<file path="src/rtl/swrs_pkg.sv">
// Shared types and constants for the stop-and-wait request sender.
// No dependencies; imported by swrs_engine and stop_and_wait_request_sender.
package swrs_pkg;

   localparam int CSR_ADDR_W = 1;
   localparam int CSR_DATA_W = 16;

   localparam logic [CSR_ADDR_W-1:0] CSR_TIMEOUT_TICKS = 1'd0;
   localparam logic [CSR_ADDR_W-1:0] CSR_MAX_ATTEMPTS  = 1'd1;

   localparam logic [15:0] TIMEOUT_TICKS_RESET = 16'd10;
   localparam logic [15:0] MAX_ATTEMPTS_RESET  = 16'd20000;
   localparam logic [31:0] SEQ_RESET           = 32'd1;

   localparam logic [1:0] MODE_CMD  = 2'd0;
   localparam logic [1:0] MODE_PKT  = 2'd1;
   localparam logic [1:0] MODE_TICK = 2'd2;

   localparam logic [1:0] KIND_TX   = 2'd0;
   localparam logic [1:0] KIND_OK   = 2'd1;
   localparam logic [1:0] KIND_FAIL = 2'd2;
   localparam logic [1:0] KIND_BUSY = 2'd3;

   typedef struct packed {
      logic [1:0]         mode;
      logic [31:0]        dest_ip;
      logic [31:0]        amount;
      logic               pkt_is_req_ack;
      logic [31:0]        pkt_seqn;
      logic signed [31:0] pkt_balance;
   } req_type;

   typedef struct packed {
      logic [1:0]         kind;
      logic [31:0]        tx_seqn;
      logic [31:0]        tx_dest;
      logic [31:0]        tx_amount;
      logic signed [31:0] balance;
   } rsp_type;

   typedef struct packed {
      logic [15:0] timeout_ticks;
      logic [15:0] max_attempts;
   } cfg_type;

endpackage

</file>
<file path="src/rtl/stop_and_wait_request_sender.sv">
// Stop-and-wait request sender, top level. Depends on swrs_pkg, swrs_engine.
// An accepted transaction is held in the input register, then its result in the
// result register. Throughput: one transaction per cycle while results are
// taken; a stalled result holds one more transaction in the input register.
// Reset (synchronous, active high): idle, sequence 1, timeout 10 ticks,
// 20000 attempts; input and result registers empty.
module stop_and_wait_request_sender (
   input  logic                                clock,
   input  logic                                reset,
   input  logic                                req_valid,
   output logic                                req_ready,
   input  swrs_pkg::req_type                   req_data,
   output logic                                rsp_valid,
   input  logic                                rsp_ready,
   output swrs_pkg::rsp_type                   rsp_data,
   input  logic                                csr_we,
   input  logic [swrs_pkg::CSR_ADDR_W-1:0]     csr_addr,
   input  logic [swrs_pkg::CSR_DATA_W-1:0]     csr_wdata
);
   import swrs_pkg::*;

   cfg_type cfg_ff;
   req_type stage_ff;
   logic    stage_valid_ff;
   rsp_type rsp_ff;
   logic    rsp_valid_ff;

   logic    step;
   logic    emit;
   rsp_type result;

   // stage moves on when the result register is free or being drained
   assign step      = stage_valid_ff && (!rsp_valid_ff || rsp_ready);
   assign req_ready = !stage_valid_ff || step;
   assign rsp_valid = rsp_valid_ff;
   assign rsp_data  = rsp_ff;

   always_ff @(posedge clock) begin
      if (reset) begin
         cfg_ff.timeout_ticks <= TIMEOUT_TICKS_RESET;
         cfg_ff.max_attempts  <= MAX_ATTEMPTS_RESET;
      end else if (csr_we) begin
         unique case (csr_addr)
            CSR_TIMEOUT_TICKS: cfg_ff.timeout_ticks <= csr_wdata;
            CSR_MAX_ATTEMPTS:  cfg_ff.max_attempts  <= csr_wdata;
            default: ;
         endcase
      end
   end

   always_ff @(posedge clock) begin
      if (reset) begin
         stage_valid_ff <= 1'b0;
      end else if (req_ready) begin
         stage_valid_ff <= req_valid;
      end
   end

   always_ff @(posedge clock) begin
      if (req_ready && req_valid) begin
         stage_ff <= req_data;
      end
   end

   swrs_engine u_engine (
      .clock  (clock),
      .reset  (reset),
      .step   (step),
      .item   (stage_ff),
      .cfg    (cfg_ff),
      .emit   (emit),
      .result (result)
   );

   always_ff @(posedge clock) begin
      if (reset) begin
         rsp_valid_ff <= 1'b0;
      end else if (step) begin
         rsp_valid_ff <= emit;
      end else if (rsp_ready) begin
         rsp_valid_ff <= 1'b0;
      end
   end

   always_ff @(posedge clock) begin
      if (step && emit) begin
         rsp_ff <= result;
      end
   end

`ifndef SYNTHESIS
   a_reset_empty: assert property (@(posedge clock)
      reset |=> !rsp_valid && !stage_valid_ff)
      else $error("pipeline not empty after reset");

   a_stall_blocks_input: assert property (@(posedge clock) disable iff (reset)
      (stage_valid_ff && rsp_valid && !rsp_ready) |-> !req_ready)
      else $error("input taken while stage is blocked");

   a_balance_only_on_ok: assert property (@(posedge clock) disable iff (reset)
      (rsp_valid && rsp_data.kind != KIND_OK) |-> rsp_data.balance == 32'sd0)
      else $error("nonzero balance on non-success result");
`endif

endmodule

</file>
<file path="src/rtl/swrs_engine.sv">
// Protocol state and next-state logic of the stop-and-wait sender.
// Depends on swrs_pkg.
module swrs_engine (
   input  logic             clock,
   input  logic             reset,
   input  logic             step,
   input  swrs_pkg::req_type item,
   input  swrs_pkg::cfg_type cfg,
   output logic             emit,
   output swrs_pkg::rsp_type result
);
   import swrs_pkg::*;

   logic        waiting_ff, waiting_in;
   logic [31:0] next_seq_ff, next_seq_in;
   logic [15:0] attempts_ff, attempts_in;
   logic [15:0] timer_ff, timer_in;
   logic [31:0] held_dest_ff, held_dest_in;
   logic [31:0] held_amount_ff, held_amount_in;

   logic [15:0] tick_next;
   logic [15:0] limit;
   logic        exhausted;
   logic        retry;

   assign tick_next = timer_ff + 16'd1;
   assign limit     = (cfg.timeout_ticks == 16'd0) ? 16'd1 : cfg.timeout_ticks;
   assign exhausted = attempts_ff >= cfg.max_attempts;

   always_comb begin
      waiting_in     = waiting_ff;
      next_seq_in    = next_seq_ff;
      attempts_in    = attempts_ff;
      timer_in       = timer_ff;
      held_dest_in   = held_dest_ff;
      held_amount_in = held_amount_ff;
      retry          = 1'b0;
      emit           = 1'b0;
      result.kind      = KIND_TX;
      result.tx_seqn   = next_seq_ff;
      result.tx_dest   = held_dest_ff;
      result.tx_amount = held_amount_ff;
      result.balance   = '0;

      unique case (item.mode)
         MODE_CMD: begin
            emit             = 1'b1;
            result.tx_dest   = item.dest_ip;
            result.tx_amount = item.amount;
            if (waiting_ff) begin
               result.kind = KIND_BUSY;
            end else begin
               waiting_in     = 1'b1;
               held_dest_in   = item.dest_ip;
               held_amount_in = item.amount;
               attempts_in    = 16'd1;
               timer_in       = '0;
            end
         end
         MODE_PKT: begin
            if (waiting_ff) begin
               if (item.pkt_is_req_ack && item.pkt_seqn == next_seq_ff) begin
                  emit           = 1'b1;
                  result.kind    = KIND_OK;
                  result.balance = item.pkt_balance;
                  waiting_in     = 1'b0;
                  timer_in       = '0;
                  next_seq_in    = next_seq_ff + 32'd1;
               end else begin
                  retry = 1'b1;
               end
            end
         end
         MODE_TICK: begin
            if (waiting_ff) begin
               timer_in = tick_next;
               retry    = tick_next >= limit;
            end
         end
         default: ;
      endcase

      // a used-up attempt either resends the held request or gives up
      if (retry) begin
         emit     = 1'b1;
         timer_in = '0;
         if (exhausted) begin
            result.kind = KIND_FAIL;
            waiting_in  = 1'b0;
         end else begin
            attempts_in = attempts_ff + 16'd1;
         end
      end
   end

   always_ff @(posedge clock) begin
      if (reset) begin
         waiting_ff  <= 1'b0;
         next_seq_ff <= SEQ_RESET;
         attempts_ff <= '0;
         timer_ff    <= '0;
      end else if (step) begin
         waiting_ff  <= waiting_in;
         next_seq_ff <= next_seq_in;
         attempts_ff <= attempts_in;
         timer_ff    <= timer_in;
      end
   end

   always_ff @(posedge clock) begin
      if (step) begin
         held_dest_ff   <= held_dest_in;
         held_amount_ff <= held_amount_in;
      end
   end

endmodule
</file>
<file path="config.mk">
export PLATFORM = sky130hd
export DESIGN_NAME = stop_and_wait_request_sender
export DESIGN_NICKNAME = d
export VERILOG_FILES = /design/src/rtl/swrs_pkg.sv /design/src/rtl/stop_and_wait_request_sender.sv /design/src/rtl/swrs_engine.sv
export SDC_FILE = /design/constraint.sdc
export NUM_CORES = 1
export LEC_CHECK = 0
export BUFFER_PORTS_ARGS = -buffer_cell sky130_fd_sc_hd__clkbuf_2
export CORE_MARGIN = 2
export CORE_UTILIZATION = 42
export CTS_CLUSTER_SIZE = 8
export DETAILED_ROUTE_END_ITERATION = 7
export HOLD_SLACK_MARGIN = 0.05
export PLACE_DENSITY = 0.61
export SYNTH_ARGS = -nofsm -noshare
export SYNTH_HDL_FRONTEND = slang
export SYNTH_SLANG_ARGS = --single-unit
</file>
<file path="constraint.sdc">
create_clock -name clock -period 11.6 [get_ports clock]
set_input_delay 2.32 -clock clock [delete_from_list [all_inputs] [get_ports clock]]
set_output_delay 2.32 -clock clock [all_outputs]
set_load 0.01 [all_outputs]
</file>
==> impl_metrics.py <==
metrics = {
    "timing": {
        "fin_tns_setup_ns": 0,
        "fmaxAchievable_mhz": 174,
        "rsz0062_at_grt": "no",
        "final_max_slew_viol_count": 0,
        "slew_headroom": 0.219,
        "tightest_slew_ns": 1.16,
        "fin_crit_ns": 5.74,
        "fin_crit_sh": 0.495,
        "hold_viol_final": 0,
        "finalSetupViolations": 0,
        "fin_skew_ns": 0.0163,
    },
    "cells_and_area": {
        "drive_above_1_share": 0.290,
        "utilization": 0.517,
        "finalInstanceArea_sq_um": 20500,
        "nNetsFinal": 1708,
        "area_delta_synth_final_pct": 21.8,
    },
    "pwr": {
        "total_power_mw": 3.42,
        "ir_drop_v": 0.000146,
        "leakage_nw": 7.53,
        "p_per_area_nw_per_um2": 167,
    },
    "critical_path": {
        "crit_required_ns": 11.79,
        "worstSetupStartpoint": "u_engine.timer_ff[0]",
        "critPathLaunchType": "register",
        "r2r-start": "u_engine.timer_ff[0]",
        "crit_type": "register to register",
        "crit_arrival_ns": 5.94,
        "rrSetupSlack_ns": 5.86,
        "end_kind": "register",
        "crit_fanout": 75,
    },
    "placed_design": {
        "dp_hpwl_um": 25300,
        "io_buffers": 284,
        "dpl-instance-area_sq_um": 18800,
        "place_congestion": 0.865,
    },
    "die": {
        "rows": 73,
        "core-area_sq_um": 39600,
        "dieArea_sq_um": 41700,
        "fp.dieH_um": 204,
        "initial_core_util": 0.424,
        "pin_count": 285,
        "die_w_um": 204,
    },
    "logic_synthesis": {
        "synthFlopType": "edfxtp_1",
        "netlist_area_sq_um": 16800,
        "syn_avg_cell_area_sq_um": 13.9,
        "synthTopCellsByArea": "edfxtp_1 (58%), dfxtp_1 (12%), mux2_2 (4.3%)",
        "seq_area_frac_synth": 0.698,
        "synth_commonest_cells": "edfxtp_1 (325), nand2_1 (121), dfxtp_1 (99), mux2_2 (64), nor2_1 (54)",
        "synth_cell_types": 64,
        "synth_top_area_share": 0.580,
        "synth_async_sr_flop_share": 0,
        "synth_warnings": 0,
        "synth_largest_area_cell": "edfxtp_1",
        "syn_inst": 1208,
        "synth_fp_nets": 1400,
        "synth.most_common_cell": "edfxtp_1",
        "ys_ff_latch": 424,
        "synth-edff-count": 325,
    },
    "clock_network": {
        "clkLatencyLatePin_ns": 0.59,
        "cts.sinks": 424,
        "cts.path.max_buffers": 3,
        "cts-root-buf": "clkbuf_16",
        "clkSlewWorstSetupHoldPaths_ns": 0.05,
        "htree_levels": 2,
        "cts_hold_buf": 0,
        "cts_buffers": 59,
        "tritoncts": "yes",
        "cts_setup_buffers": 0,
        "cts.repair.resized": 0,
    },
    "worst_hold_path": {
        "hp-start": "stage_ff[82]",
        "hp-class": "register to register",
    },
    "grt": {
        "grt.overflow.total": 0,
        "grt_pass1_wl_um": 58700,
        "use_met2": 0.281,
        "antenna_found_initial": 2,
        "grt_pass1_vias": 10700,
        "track_usage": 0.182,
        "grt_max_degree": 91,
        "gr-usage-met1": 0.242,
        "grt.busiest_layer": "met2",
        "use_met3": 0.0517,
    },
    "drt": {
        "first_iter_violations": 598,
        "drc_errors": 0,
        "post_drt_wl_per_cell_um": 18.4,
        "wirelength_um": 38100,
        "vias_per_cell": 5.08,
        "dr.pass1.iters": 4,
        "via_count": 10500,
        "postRouteAntennaNets": 0,
    },
    "run": {
        "drv_cap": 0,
    },
    "outcome": {
        "status": "complete, no violations",
    },
}
[per-stage QoR]
| step | hold WS [ns] | setup slack (ns) | cells |
|---|---|---|---|
| detailed placement | 0.429 | 5.89 | 1980 |
| global route | 0.449 | 5.34 | 2075 |
| finish | 0.440 | 5.86 | 2076 |
| floorplan | 0.420 | 1.57 | 1208 |
| global placement | 0.424 | 5.97 | 1980 |
| CTS | 0.441 | 5.81 | 2075 |
[power breakdown]
part / internal (mW) / switching [mW] / total (mW) / leakage (nW)
clock network: 0.966 / 0.604 / 1.57 / 0.813
logic: 0.0576 / 0.0846 / 0.142 / 2.93
registers: 1.69 / 0.0208 / 1.71 / 3.79
[kinds of logic (layout without fill, tap and decap cells)]
| kind of cell | Yosys count | in the layout | synth area share |
|---|---|---|---|
| DFF | 424 | 424 | 0.698 |
| and+or+nand+nor | 380 | 380 | 0.116 |
| AOI/OAI and AO/OA | 133 | 133 | 0.0510 |
| buffers and inverters | 88 | 430 | 0.0216 |
| xor gates and xnor gates | 74 | 74 | 0.0385 |
| muxes | 70 | 70 | 0.0464 |
| adders and majority gates | 39 | 39 | 0.0290 |
| other | 0 | 1 | 0 |
[metal layers]
metal | vias to the layer above | share of wire
met5 | - | 0.00024
met4 | 2 | 0.026
met3 | 65 | 0.068
met2 | 275 | 0.46
met1 | 5129 | 0.44
li1 | 5074 | -
[sequential cells by signal (all words and copies together) (netlist names)]
register	count
stage_ff	131
rsp_data	130
cfg_ff	32
u_engine.held_amount_ff	32
u_engine.held_dest_ff	32
u_engine.next_seq_ff	32
u_engine.attempts_ff	16
u_engine.timer_ff	16
rsp_valid	1
stage_valid_ff	1
u_engine.waiting_ff	1
[cell type report]
cell class,count,area [sq um]
Inverter,42,158
Clock buffer,93,1670
Fill cell,3429,19100
Multi-Input combinational cell,696,4760
Sequential cell,424,11700
Antenna cell,1,2.50
Tap cell,525,657
Clock inverter,2,25.0
Timing Repair Buffer,293,1490
[critical path, cell delays in order (launching register included)]
cell	delay [ns]
dfxtp_1	0.39
ha_1	0.25
nand3_1	0.21
nor4_1	0.60
nand3_1	0.27
nor2_1	0.18
xor2_1	0.23
ha_1	0.21
nand4_1	0.14
nor4_1	0.34
a311oi_1	0.18
a21oi_1	0.41
nor2_4	0.15
a21oi_4	0.16
buf_4	0.63
buf_4	0.88
[final timing paths]
path                            endpoint  depth (start not counted)
max reg2reg                  rsp_data[6]                         15
min reg2reg  u_engine.held_amount_ff[17]                          0
min          u_engine.held_amount_ff[17]                          0
max                          rsp_data[6]                         15
[cell usage in the layout, fill, tap and decap left out, types with 4 or more instances in the layout]
cell	instances
mux2_2	64
xor2_1	34
or3_1	5
dfxtp_1	99
o41ai_1	4
nand3_1	45
ha_1	38
clkbuf_1	30
nor3_1	21
buf_4	9
nor4_1	15
edfxtp_1	325
and3_1	13
and2_1	35
mux2i_1	6
o31ai_1	8
xnor2_1	40
inv_1	42
a21oi_1	43
or2_2	6
nand4_1	22
nand3b_1	6
clkbuf_2	284
nor2_1	53
o21ai_0	28
nand2b_1	12
a211o_1	4
nand2_1	121
a31oi_1	17
clkbuf_16	61
(Power assumes the default switching activity.)
